[config.mk]
export PLATFORM = sky130hd
export DESIGN_NAME = time_series_xor_sample_encoder_top
export DESIGN_NICKNAME = d
export VERILOG_FILES = /design/src/rtl/tsx_pkg.sv /design/src/rtl/tsx_front.sv /design/src/rtl/tsx_queue.sv /design/src/rtl/tsx_back.sv /design/src/rtl/time_series_xor_sample_encoder_top.sv
export SDC_FILE = /design/constraint.sdc
export NUM_CORES = 2
export LEC_CHECK = 0
export ABC_AREA = 1
export BUFFER_PORTS_ARGS = -buffer_cell sky130_fd_sc_hd__clkbuf_2
export CORE_ASPECT_RATIO = 0.8
export CORE_MARGIN = 4
export CORE_UTILIZATION = 40
export CTS_CLUSTER_SIZE = 12
export DETAILED_ROUTE_END_ITERATION = 12
export GPL_TIMING_DRIVEN = 0
export PLACE_DENSITY = 0.62
export SLEW_MARGIN = 10
export SYNTH_ARGS = -nofsm -noshare
export SYNTH_HDL_FRONTEND = slang
export SYNTH_SLANG_ARGS = --single-unit
export TNS_END_PERCENT = 30
[constraint.sdc]
create_clock -name clk -period 15.3 [get_ports clk]
set_clock_uncertainty 0.05 [all_clocks]
set_input_delay 3.06 -clock clk [delete_from_list [all_inputs] [get_ports clk]]
set_output_delay 3.06 -clock clk [all_outputs]
set_load 0.02 [all_outputs]
[src/rtl/tsx_pkg.sv]
package tsx_pkg;

    localparam int unsigned VarintMaxBytes = 10;
    localparam int unsigned QueueDepth     = 4;
    localparam int unsigned QueuePtrW      = $clog2(QueueDepth);

    localparam logic [7:0] NoWindow  = 8'hff;
    localparam logic [4:0] LeadClamp = 5'd31;

    // register indexes
    localparam logic [2:0] RegResumeCount    = 3'd0;
    localparam logic [2:0] RegResumeTime     = 3'd1;
    localparam logic [2:0] RegResumeBits     = 3'd2;
    localparam logic [2:0] RegResumeDelta    = 3'd3;
    localparam logic [2:0] RegResumeLeading  = 3'd4;
    localparam logic [2:0] RegResumeTrailing = 3'd5;

    typedef enum logic [1:0] {KIND_FIRST, KIND_SECOND, KIND_LATER} kind_t;
    typedef enum logic [2:0] {DOD_ZERO, DOD_14, DOD_17, DOD_20, DOD_64} dcls_t;
    typedef enum logic [1:0] {XOR_ZERO, XOR_REUSE, XOR_NEW} xcls_t;
    typedef enum logic [3:0] {
        PH_VARINT, PH_RAW, PH_DODP, PH_DODF, PH_XFLAG,
        PH_XCTL, PH_XLEAD, PH_XLEN, PH_XSIG
    } ph_t;

    // one classified sample, passed from front to back
    typedef struct packed {
        kind_t       kind;
        logic [63:0] zz;
        logic [3:0]  nvb;
        logic [63:0] dod;
        dcls_t       dcls;
        xcls_t       xcls;
        logic [4:0]  xlead;
        logic [6:0]  sig;
        logic [63:0] val;
        logic [15:0] count;
    } desc_t;

    function automatic logic [6:0] clz64(input logic [63:0] x);
        logic [6:0] n;
        n = 7'd64;
        for (int i = 0; i < 64; i++)
        begin
            if (x[i])
            begin
                n = 7'(63 - i);
            end
        end
        return n;
    endfunction

    function automatic logic [6:0] ctz64(input logic [63:0] x);
        logic [6:0] n;
        n = 7'd64;
        for (int i = 63; i >= 0; i--)
        begin
            if (x[i])
            begin
                n = 7'(i);
            end
        end
        return n;
    endfunction

endpackage

[src/rtl/tsx_front.sv]
module tsx_front (
    input  logic               clk,
    input  logic               rst_n,
    input  logic               accept,
    input  logic [63:0]        sample_time,
    input  logic [63:0]        sample_bits,
    input  logic               cfg_we,
    input  logic [2:0]         cfg_index,
    input  logic [63:0]        cfg_data,
    output tsx_pkg::desc_t     desc
);

    logic [63:0] prev_time_reg, prev_bits_reg, prev_delta_reg;
    logic [7:0]  lead_reg;
    logic [5:0]  trail_reg;
    logic [15:0] total_reg;

    logic [63:0] delta, dod, dodm, vsrc, zz, x, xs;
    logic [6:0]  clz, tz, sig;
    logic [4:0]  lz;
    logic [3:0]  nvb;
    tsx_pkg::kind_t kind;
    tsx_pkg::dcls_t dcls;
    tsx_pkg::xcls_t xcls;
    logic        reuse;

    // classification of the incoming word
    always_comb
    begin
        delta = sample_time - prev_time_reg;
        dod   = delta - prev_delta_reg;
        dodm  = dod - 64'd1;
        if (total_reg == 16'd0)
            kind = tsx_pkg::KIND_FIRST;
        else if (total_reg == 16'd1)
            kind = tsx_pkg::KIND_SECOND;
        else
            kind = tsx_pkg::KIND_LATER;

        vsrc = (kind == tsx_pkg::KIND_FIRST) ? sample_time : delta;
        zz   = (vsrc << 1) ^ {64{vsrc[63]}};
        nvb  = 4'd1;
        for (int k = 1; k < tsx_pkg::VarintMaxBytes; k++)
        begin
            nvb = nvb + 4'((zz >> (7 * k)) != 64'd0);
        end

        // dod - 1 fits in n signed bits means dod lies in the n-bit class
        if (dod == 64'd0)
            dcls = tsx_pkg::DOD_ZERO;
        else if ((&dodm[63:13]) || !(|dodm[63:13]))
            dcls = tsx_pkg::DOD_14;
        else if ((&dodm[63:16]) || !(|dodm[63:16]))
            dcls = tsx_pkg::DOD_17;
        else if ((&dodm[63:19]) || !(|dodm[63:19]))
            dcls = tsx_pkg::DOD_20;
        else
            dcls = tsx_pkg::DOD_64;

        x   = sample_bits ^ prev_bits_reg;
        clz = tsx_pkg::clz64(x);
        tz  = tsx_pkg::ctz64(x);
        lz  = (clz > 7'd31) ? tsx_pkg::LeadClamp : clz[4:0];
        reuse = (lead_reg != tsx_pkg::NoWindow) && ({3'd0, lz} >= lead_reg)
                && (tz >= {1'b0, trail_reg});
        if (x == 64'd0)
        begin
            xcls = tsx_pkg::XOR_ZERO;
            sig  = 7'd64;
            xs   = 64'd0;
        end
        else if (reuse)
        begin
            xcls = tsx_pkg::XOR_REUSE;
            sig  = 7'd64 - {2'd0, lead_reg[4:0]} - {1'b0, trail_reg};
            xs   = x >> trail_reg;
        end
        else
        begin
            xcls = tsx_pkg::XOR_NEW;
            sig  = 7'd64 - {2'd0, lz} - tz;
            xs   = x >> tz[5:0];
        end

        desc.kind  = kind;
        desc.zz    = zz;
        desc.nvb   = nvb;
        desc.dod   = dod;
        desc.dcls  = dcls;
        desc.xcls  = xcls;
        desc.xlead = lz;
        desc.sig   = sig;
        desc.val   = (kind == tsx_pkg::KIND_FIRST) ? sample_bits : xs;
        desc.count = total_reg + 16'd1;
    end

    // encoder state, loaded by config writes or advanced per sample
    always_ff @(posedge clk or negedge rst_n)
    begin
        if (!rst_n)
        begin
            prev_time_reg  <= 64'd0;
            prev_bits_reg  <= 64'd0;
            prev_delta_reg <= 64'd0;
            lead_reg       <= tsx_pkg::NoWindow;
            trail_reg      <= 6'd0;
            total_reg      <= 16'd0;
        end
        else if (cfg_we)
        begin
            case (cfg_index)
                tsx_pkg::RegResumeCount:    total_reg      <= cfg_data[15:0];
                tsx_pkg::RegResumeTime:     prev_time_reg  <= cfg_data;
                tsx_pkg::RegResumeBits:     prev_bits_reg  <= cfg_data;
                tsx_pkg::RegResumeDelta:    prev_delta_reg <= cfg_data;
                tsx_pkg::RegResumeLeading:  lead_reg       <= cfg_data[7:0];
                tsx_pkg::RegResumeTrailing: trail_reg      <= cfg_data[5:0];
                default: ;
            endcase
        end
        else if (accept)
        begin
            prev_time_reg  <= sample_time;
            prev_bits_reg  <= sample_bits;
            prev_delta_reg <= (kind == tsx_pkg::KIND_FIRST) ? 64'd0 : delta;
            total_reg      <= total_reg + 16'd1;
            if ((kind != tsx_pkg::KIND_FIRST) && (xcls == tsx_pkg::XOR_NEW))
            begin
                lead_reg  <= {3'd0, lz};
                trail_reg <= tz[5:0];
            end
        end
    end

endmodule

[src/rtl/tsx_queue.sv]
module tsx_queue (
    input  logic            clk,
    input  logic            rst_n,
    input  logic            push,
    input  tsx_pkg::desc_t  wdata,
    input  logic            pop,
    output tsx_pkg::desc_t  rdata,
    output logic            full,
    output logic            nonempty
);

    tsx_pkg::desc_t                   mem_reg [tsx_pkg::QueueDepth];
    logic [tsx_pkg::QueuePtrW-1:0]    wptr_reg, rptr_reg;
    logic [tsx_pkg::QueuePtrW:0]      cnt_reg;

    assign full     = (cnt_reg == (tsx_pkg::QueuePtrW+1)'(tsx_pkg::QueueDepth));
    assign nonempty = (cnt_reg != '0);
    assign rdata    = mem_reg[rptr_reg];

    always_ff @(posedge clk)
    begin
        if (push)
        begin
            mem_reg[wptr_reg] <= wdata;
        end
    end

    always_ff @(posedge clk or negedge rst_n)
    begin
        if (!rst_n)
        begin
            wptr_reg <= '0;
            rptr_reg <= '0;
            cnt_reg  <= '0;
        end
        else
        begin
            if (push)
                wptr_reg <= wptr_reg + 1'b1;
            if (pop)
                rptr_reg <= rptr_reg + 1'b1;
            if (push && !pop)
                cnt_reg <= cnt_reg + 1'b1;
            else if (pop && !push)
                cnt_reg <= cnt_reg - 1'b1;
        end
    end

endmodule

[src/rtl/tsx_back.sv]
module tsx_back (
    input  logic            clk,
    input  logic            rst_n,
    input  tsx_pkg::desc_t  qdata,
    input  logic            qnonempty,
    output logic            qpop,
    output logic            empty,
    input  logic            pop,
    output logic [63:0]     piece_bits,
    output logic [6:0]      piece_len,
    output logic            last_piece,
    output logic [15:0]     count_after
);

    tsx_pkg::desc_t  d_reg;
    tsx_pkg::ph_t    ph_reg, ph_next;
    logic            busy_reg;
    logic [63:0]     z_reg;
    logic [3:0]      vrem_reg;
    logic            ovalid_reg;
    logic [63:0]     obits_reg;
    logic [6:0]      olen_reg;
    logic            olast_reg;
    logic [15:0]     ocnt_reg;

    logic [63:0] pbits, mask;
    logic [6:0]  plen;
    logic        plast, adv, ld;

    assign adv  = busy_reg && (!ovalid_reg || pop);
    assign ld   = qnonempty && (!busy_reg || (adv && plast));
    assign qpop = ld;

    // next phase
    always_comb
    begin
        ph_next = ph_reg;
        case (ph_reg)
            tsx_pkg::PH_VARINT:
                if (vrem_reg == 4'd1)
                    ph_next = (d_reg.kind == tsx_pkg::KIND_FIRST) ?
                              tsx_pkg::PH_RAW : tsx_pkg::PH_XFLAG;
            tsx_pkg::PH_RAW:   ph_next = tsx_pkg::PH_RAW;
            tsx_pkg::PH_DODP:
                ph_next = (d_reg.dcls == tsx_pkg::DOD_ZERO) ?
                          tsx_pkg::PH_XFLAG : tsx_pkg::PH_DODF;
            tsx_pkg::PH_DODF:  ph_next = tsx_pkg::PH_XFLAG;
            tsx_pkg::PH_XFLAG: ph_next = tsx_pkg::PH_XCTL;
            tsx_pkg::PH_XCTL:
                ph_next = (d_reg.xcls == tsx_pkg::XOR_REUSE) ?
                          tsx_pkg::PH_XSIG : tsx_pkg::PH_XLEAD;
            tsx_pkg::PH_XLEAD: ph_next = tsx_pkg::PH_XLEN;
            tsx_pkg::PH_XLEN:  ph_next = tsx_pkg::PH_XSIG;
            tsx_pkg::PH_XSIG:  ph_next = tsx_pkg::PH_XSIG;
            default:           ph_next = tsx_pkg::PH_XSIG;
        endcase
    end

    // piece for the current phase
    always_comb
    begin
        pbits = 64'd0;
        plen  = 7'd1;
        plast = 1'b0;
        case (ph_reg)
            tsx_pkg::PH_VARINT:
            begin
                plen  = 7'd8;
                pbits = (vrem_reg == 4'd1) ? {56'd0, z_reg[7:0]}
                                           : {56'd0, 1'b1, z_reg[6:0]};
            end
            tsx_pkg::PH_RAW:
            begin
                plen  = 7'd64;
                pbits = d_reg.val;
                plast = 1'b1;
            end
            tsx_pkg::PH_DODP:
                case (d_reg.dcls)
                    tsx_pkg::DOD_ZERO: begin pbits = 64'h0; plen = 7'd1; end
                    tsx_pkg::DOD_14:   begin pbits = 64'h2; plen = 7'd2; end
                    tsx_pkg::DOD_17:   begin pbits = 64'h6; plen = 7'd3; end
                    tsx_pkg::DOD_20:   begin pbits = 64'he; plen = 7'd4; end
                    default:           begin pbits = 64'hf; plen = 7'd4; end
                endcase
            tsx_pkg::PH_DODF:
            begin
                pbits = d_reg.dod;
                case (d_reg.dcls)
                    tsx_pkg::DOD_14: plen = 7'd14;
                    tsx_pkg::DOD_17: plen = 7'd17;
                    tsx_pkg::DOD_20: plen = 7'd20;
                    default:         plen = 7'd64;
                endcase
            end
            tsx_pkg::PH_XFLAG:
            begin
                pbits = {63'd0, d_reg.xcls != tsx_pkg::XOR_ZERO};
                plast = (d_reg.xcls == tsx_pkg::XOR_ZERO);
            end
            tsx_pkg::PH_XCTL:
                pbits = {63'd0, d_reg.xcls == tsx_pkg::XOR_NEW};
            tsx_pkg::PH_XLEAD:
            begin
                pbits = {59'd0, d_reg.xlead};
                plen  = 7'd5;
            end
            tsx_pkg::PH_XLEN:
            begin
                pbits = {58'd0, d_reg.sig[5:0]};
                plen  = 7'd6;
            end
            tsx_pkg::PH_XSIG:
            begin
                pbits = d_reg.val;
                plen  = d_reg.sig;
                plast = 1'b1;
            end
            default: ;
        endcase
        mask = (plen == 7'd64) ? {64{1'b1}} : ((64'd1 << plen[5:0]) - 64'd1);
    end

    // sequencer and output register
    always_ff @(posedge clk or negedge rst_n)
    begin
        if (!rst_n)
        begin
            busy_reg   <= 1'b0;
            ovalid_reg <= 1'b0;
            ph_reg     <= tsx_pkg::PH_VARINT;
            vrem_reg   <= 4'd0;
        end
        else
        begin
            if (adv)
                ovalid_reg <= 1'b1;
            else if (pop)
                ovalid_reg <= 1'b0;

            if (ld)
            begin
                busy_reg <= 1'b1;
                vrem_reg <= qdata.nvb;
                ph_reg   <= (qdata.kind == tsx_pkg::KIND_LATER) ?
                            tsx_pkg::PH_DODP : tsx_pkg::PH_VARINT;
            end
            else if (adv)
            begin
                if (plast)
                    busy_reg <= 1'b0;
                ph_reg   <= ph_next;
                vrem_reg <= vrem_reg - 4'd1;
            end
        end
    end

    always_ff @(posedge clk)
    begin
        if (ld)
        begin
            d_reg <= qdata;
            z_reg <= qdata.zz;
        end
        else if (adv)
        begin
            z_reg <= z_reg >> 7;
        end
        if (adv)
        begin
            obits_reg <= pbits & mask;
            olen_reg  <= plen;
            olast_reg <= plast;
            ocnt_reg  <= d_reg.count;
        end
    end

    assign empty       = !ovalid_reg;
    assign piece_bits  = obits_reg;
    assign piece_len   = olen_reg;
    assign last_piece  = olast_reg;
    assign count_after = ocnt_reg;

endmodule

[src/rtl/time_series_xor_sample_encoder_top.sv]
// With the queue and back idle, a sample passes the queue entry, the back's descriptor
// register and the output register before its first piece appears; behind queued
// samples it waits for their pieces to drain. Throughput: one piece per cycle from the
// back sequencer while the receiver pops; a sample has 2 to 15 pieces, and an idle back loads it first.
// The four-entry descriptor queue lets the front take samples while pieces drain.
// Reset (rst_n low, asynchronous) empties the queue and output and restores the
// encoder state to its reset values.
module time_series_xor_sample_encoder_top (
    input  logic        clk,
    input  logic        rst_n,
    input  logic        push,
    output logic        full,
    input  logic [63:0] sample_time,
    input  logic [63:0] sample_bits,
    output logic        empty,
    input  logic        pop,
    output logic [63:0] piece_bits,
    output logic [6:0]  piece_len,
    output logic        last_piece,
    output logic [15:0] count_after,
    input  logic        cfg_valid,
    output logic        cfg_ready,
    input  logic [2:0]  cfg_index,
    input  logic [63:0] cfg_data
);

    tsx_pkg::desc_t fdesc, qdesc;
    logic           qfull, qnonempty, qpop, accept;

    assign cfg_ready = 1'b1;
    assign full      = qfull;
    assign accept    = push && !qfull;

    tsx_front u_front (
        .clk         (clk),
        .rst_n       (rst_n),
        .accept      (accept),
        .sample_time (sample_time),
        .sample_bits (sample_bits),
        .cfg_we      (cfg_valid),
        .cfg_index   (cfg_index),
        .cfg_data    (cfg_data),
        .desc        (fdesc)
    );

    tsx_queue u_queue (
        .clk      (clk),
        .rst_n    (rst_n),
        .push     (accept),
        .wdata    (fdesc),
        .pop      (qpop),
        .rdata    (qdesc),
        .full     (qfull),
        .nonempty (qnonempty)
    );

    tsx_back u_back (
        .clk         (clk),
        .rst_n       (rst_n),
        .qdata       (qdesc),
        .qnonempty   (qnonempty),
        .qpop        (qpop),
        .empty       (empty),
        .pop         (pop),
        .piece_bits  (piece_bits),
        .piece_len   (piece_len),
        .last_piece  (last_piece),
        .count_after (count_after)
    );

endmodule

; Word-level counts from Yosys, hierarchy flattened
; Memory sizes are Yosys's and may differ from the RTL's.
; Cells that the tools add are included.
[word_totals]
ff_bits = 554
ramBits = 924
in_bits = 200
wordCells = 347
memories = 1
[mem_list]
columns = name, depth, word_bits, rd, rd_clocked_by_memory_dff, write_ports, line
row1 = u_queue.mem_reg, 4, 231, 1, 0, 1, tsx_queue.sv:12  ; tsx_pkg::desc_t mem_reg [tsx_pkg::QueueDepth];
[classes]
add_sub_neg = 23
n_lt_le_gt_ge = 3
n_eq_ne = 32
shift = 3
n_mux = 193
bitwise_logic = 3
n_reduce_logical = 63
[op_table]
columns = cell, n
row1 = $mux 64, 17
row2 = $mux 7, 130
row3 = $pmux 64 s8, 1
row4 = $reduce_bool 64->1, 8
row5 = $logic_not 64->1, 2
row6 = $shr 64x6->64, 2
row7 = $sub 64x1->64 const B, 2
row8 = $sub 64x64->64, 2
row9 = $xor 64x64->64, 2
row10 = $and 64x64->64, 1
row11 = $shl 1x6->64 const A, 1
row12 = $reduce_and 51->1, 1
row13 = $reduce_or 51->1, 1
row14 = $pmux 7 s7, 1
row15 = $mux 16, 3
row16 = $reduce_and 48->1, 1
row17 = $reduce_or 48->1, 1
row18 = $reduce_and 45->1, 1
row19 = $reduce_or 45->1, 1
row20 = $mux 8, 5
row21 = $add 4x1->4, 8
row22 = $pmux 4 s7, 1
row23 = $mux 3, 8
row24 = $mux 4, 6
row25 = 46 further kinds, 114

; Longest topological paths before layout
[logic_depth]
ltp_word = 77
ltp_mapped = 88

; Modules after synthesis
; From an unflattened synthesis, not the netlist that was laid out.
[hier_totals]
cells_unflattened = 8609
hier_area_um2 = 80004.2
[by_module_without_submodules]
columns = module, n_inst, cells_each, area_each_um2, seq_area_each_um2
row1 = tsx_queue, 1, 2744, 37898.8, 27921.8
row2 = tsx_front, 1, 4469, 27401.3, 5565.3
row3 = tsx_back, 1, 1392, 14682.8, 9709.3
row4 = time_series_xor_sample_encoder_top, 1, 4, 21.3, 0.0

; Worst setup path after synthesis
; Ideal clock, no wire load.
[synth_path]
path_kind = in2reg
start = input port push
end = memory u_queue.mem_reg[0][0] in the netlist's numbering (enable)
t_arrival_ps = 13035
required_ps = 14423
slack_ps = 1388
path_stages = 4
path_buffers = 0
cell_sequence = inv_1 nor2_1 inv_1 nor2_1
[synth_via]
elab_chain_len = 3
[synth_lines]
columns = element, line
row1 = start: declaration, time_series_xor_sample_encoder_top.sv:11  ; input logic push,
row2 = $logic_and 1x1->1, time_series_xor_sample_encoder_top.sv:32  ; assign accept = push && !qfull;
row3 = named net accept, time_series_xor_sample_encoder_top.sv:28  ; logic qfull, qnonempty, qpop, accept;
row4 = $mux 1, tsx_queue.sv:22  ; if (push)
row5 = $mux 1 (implied by the code), tsx_queue.sv:24  ; mem_reg[wptr_reg] <= wdata;
row6 = end: declaration, tsx_queue.sv:12
; The timed path passes the listed nets, and every way through them passes these cells.

==> summary.txt <==
Run status
  • Status: finished clean

Route
  • Remaining antenna violation count after routing: 0
  • Mean routed wirelength per cell: 27.6 um
  • Iteration count of the initial detailed-routing pass: 8
  • Via count of the routed design: 65.1k
  • DRC violation count after routing: 0
  • Number of vias per cell after detailed routing: 5.77
  • First-iteration detailed-routing DRC count: 9,170
  • Final wirelength: 310 mm

Worst setup path
  • Critical setup path kind: input port to flip-flop
  • Worst reg2reg path endpoint: u_queue.mem_reg[2][23]
  • Crit path top cell by count: sky130_fd_sc_hd__nand2_1
  • Largest fanout of any net on the critical path: 10
  • Critical path data arrival time: 13.36 ns
  • Largest stage delay, worst path: 0.59 ns
  • Reg-to-reg setup timing slack: 4.46 ns
  • Startpoint type of the worst setup path: input port
  • Worst-path cell with the longest stage delay: sky130_fd_sc_hd__buf_1
  • Required time of the critical path: 15.79 ns
  • Crit end category: flip-flop
  • Worst reg2reg path depth: 69
  • Worst R2R Start: u_front.prev_bits_reg[0]

Synth
  • Cell type with the highest aggregate area in the netlist: sky130_fd_sc_hd__edfxtp_1
  • Unique masters post-synth: 78
  • Net count after synthesis: 8,501
  • Proportion of synthesized chip area in sequential cells: 56.6%
  • Most frequently used cell type in the post-synthesis netlist: sky130_fd_sc_hd__edfxtp_1
  • Avg Synthesized Cell Area: 9.39 um^2
  • FF+latch count, synth: 1,478
  • Top FF cell, synth: sky130_fd_sc_hd__edfxtp_1
  • Portion of synthesized cell area occupied by the leading cell type: 48.8%
  • Synth area leaders: sky130_fd_sc_hd__edfxtp_1 49%, sky130_fd_sc_hd__dfrtp_1 7.6%, sky130_fd_sc_hd__nor2_1 6.0%, sky130_fd_sc_hd__nand2_1 6.0%, sky130_fd_sc_hd__o21ai_0 5.1%
  • Post-synthesis cell area: 0.0763 mm^2
  • Top cells by count, synth: 1,239 x sky130_fd_sc_hd__edfxtp_1, 1,229 x sky130_fd_sc_hd__nor2_1, 1,213 x sky130_fd_sc_hd__nand2_1, 776 x sky130_fd_sc_hd__o21ai_0, 729 x sky130_fd_sc_hd__inv_1
  • Number of enable flip-flop cells after synthesis: 1,239
  • Number of warnings reported in the yosys synthesis log: 0
  • Post-Syn Instances: 8,118
  • Post-synth ARST share: 16.2%

Timing
  • Pins Over Slew Limit: 0
  • Final critical delay including setup and external delays: 12.87 ns
  • Final hold violations: 0
  • Max frequency: 77.7 MHz
  • Share of the cycle needed by the critical path after routing: 84.1%
  • Slew at the pin with the worst max-slew slack: 1.38 ns
  • Sum of negative setup slack: 0 ns
  • Relative slew slack: 7.48%
  • Final-report setup violation count: 0
  • Final WS setup: 2.43 ns
  • RSZ-0062 raised after global routing: false

Clock network
  • Number of instances resized during post-cts repair: 0
  • Post-CTS setup-driven buffer insertion count: 0
  • CTS HTree Levels: 4
  • TritonCTS clock tree: built
  • Hold buffer count at cts: 0
  • Source-to-sink clock delay at the later pin of the worst-skew pair: 0.81 ns
  • Clock slew seen by the registers of the worst setup and hold paths: 0.06 ns
  • CTS Buf Count: 155
  • Buffer depth of the longest clock path: 3
  • Clock net sink count: 1,478
  • Clock root buffer: sky130_fd_sc_hd__clkbuf_16

Global route
  • Maximum number of pins on one net before global-route repair: 89
  • Global-route wire length before repair: 433 mm
  • Initial antenna violation count: 19
  • Number of global-route vias before repair: 59.8k
  • Global-route usage over all layers: 30.6%
  • Total congestion overflow after global routing: 0

Final layout
  • Growth of design area from synthesis to finish: 13.9%
  • Flip-flop count of the largest register, all copies and words added: 924
  • Number of nets in the layout: 9,001
  • Combined area of the multi-input logic cells: 0.0288 mm^2
  • Filler cells: 18.0k
  • Fin cells: 11.3k
  • Design area: 0.0869 mm^2
  • Fraction of final layout cells sized beyond drive strength 1: 8.55%
  • Combined flip-flop and latch cell area: 0.0432 mm^2

Worst hold path
  • Startpoint of the tightest hold check path: u_back.d_reg[2]
  • Tightest Hold Check Type: flip-flop to flip-flop
  • Worst hold path endpoint: u_back.count_after[2]
  • WHS Path Cells: 0

Floorplan
  • Die span in x: 496 um
  • CORE AREA: 0.190 mm^2
  • Initial cell density of the core: 40.2%
  • Die outline height: 399 um
  • Boundary pin count: 291
  • Area enclosed by the die boundary: 0.198 mm^2
  • Number of placement rows: 143

Placement
  • Final Wtd Congestion: 1.02
  • Area of placed instances: 0.0821 mm^2
  • Number of port buffers: 289
  • Placed Cells incl. Taps: 11.0k
  • Dpl ws: 2.07 ns
  • Sum of net half-perimeters after detailed placement: 243 mm

Run
  • Number of max-cap violations: 0
## stage by stage
stage | util [%] | hold WS, ns
after floorplan | - | 0.350
after global placement | 42.6 | 0.354
after detailed placement | 43.3 | 0.356
after CTS | 45.8 | 0.364
after global routing | 45.8 | 0.375
final | 45.8 | 0.370
## area by class of cell
type / instances / share of cell area (%)
flip-flops and latches: 1478 / 49.7
multi-input cells: 5494 / 33.1
clock buffers: 210 / 4.83
well taps: 2537 / 3.65
inverters: 757 / 3.28
repair buffers: 343 / 3.00
plain buffers: 389 / 1.76
clock inverters: 51 / 0.621
diodes: 9 / 0.0259
## routing by layer
layer / vias to the layer above / global-route usage, % / share of wire [%]
li1: 29078 / - / -
met1: 31891 / 46.3 / 44
met2: 3621 / 42.3 / 41
met3: 456 / 7.13 / 11
met4: 8 / 11.2 / 4.1
met5: - / 0 / 0.020
## worst max-delay path: cells and delay by family
| family | cells | cell delay (ns) |
|---|---|---|
| buf+inv | 6 | 2.17 |
| simple gates | 40 | 3.98 |
| compound gates | 22 | 3.54 |
| fa+ha+maj | 1 | 0.31 |
| xor+xnor | 1 | 0.28 |
## worst max path at each step
stage,from,to,slack (ns)
2_1_floorplan,push,u_queue.mem_reg[0][0],1.39
3_3_place_gp,push,u_queue.mem_reg[0][4],-7.45
3_5_place_dp,sample_time[0],u_queue.mem_reg[3][163],2.07
4_1_cts,sample_time[0],u_queue.mem_reg[3][163],2.90
5_1_grt,sample_bits[0],u_queue.mem_reg[3][31],1.96
6_report,sample_bits[0],u_queue.mem_reg[2][23],2.43
## cells by family after synthesis
kind of cell	Yosys count	share of synthesized area (%)
simple gates	3380	18.7
flops	1478	56.6
compound gates	1618	12.1
fa+ha+maj	183	3.11
mux	1	0.0148
buf+inv	1146	5.72
other cells	1	0.00492
xor+xnor	311	3.67
## placed cells by master (no fill, tap or decap), types with 40 or more instances in the layout
master,netlist,routed
sky130_fd_sc_hd__nand2_1,1213,1213
sky130_fd_sc_hd__ha_1,172,172
sky130_fd_sc_hd__nor2_1,1229,1225
sky130_fd_sc_hd__nor3_1,61,61
sky130_fd_sc_hd__edfxtp_1,1239,1239
sky130_fd_sc_hd__nand3_1,671,671
sky130_fd_sc_hd__buf_1,40,40
sky130_fd_sc_hd__clkbuf_2,0,293
sky130_fd_sc_hd__nand4_1,66,66
sky130_fd_sc_hd__xnor2_1,150,150
sky130_fd_sc_hd__a21oi_1,252,252
sky130_fd_sc_hd__dfrtp_1,231,231
sky130_fd_sc_hd__a22oi_1,44,44
sky130_fd_sc_hd__clkbuf_16,0,158
sky130_fd_sc_hd__o21ai_0,776,776
sky130_fd_sc_hd__nand2_2,45,45
sky130_fd_sc_hd__inv_1,729,727
sky130_fd_sc_hd__o22ai_1,171,171
sky130_fd_sc_hd__clkbuf_1,333,374
sky130_fd_sc_hd__a31oi_1,226,226
sky130_fd_sc_hd__xor2_1,152,147
Power is left out: the tool's default activity adds up to more than one toggle a clock period on the data nets, which glitch-free logic cannot reach.
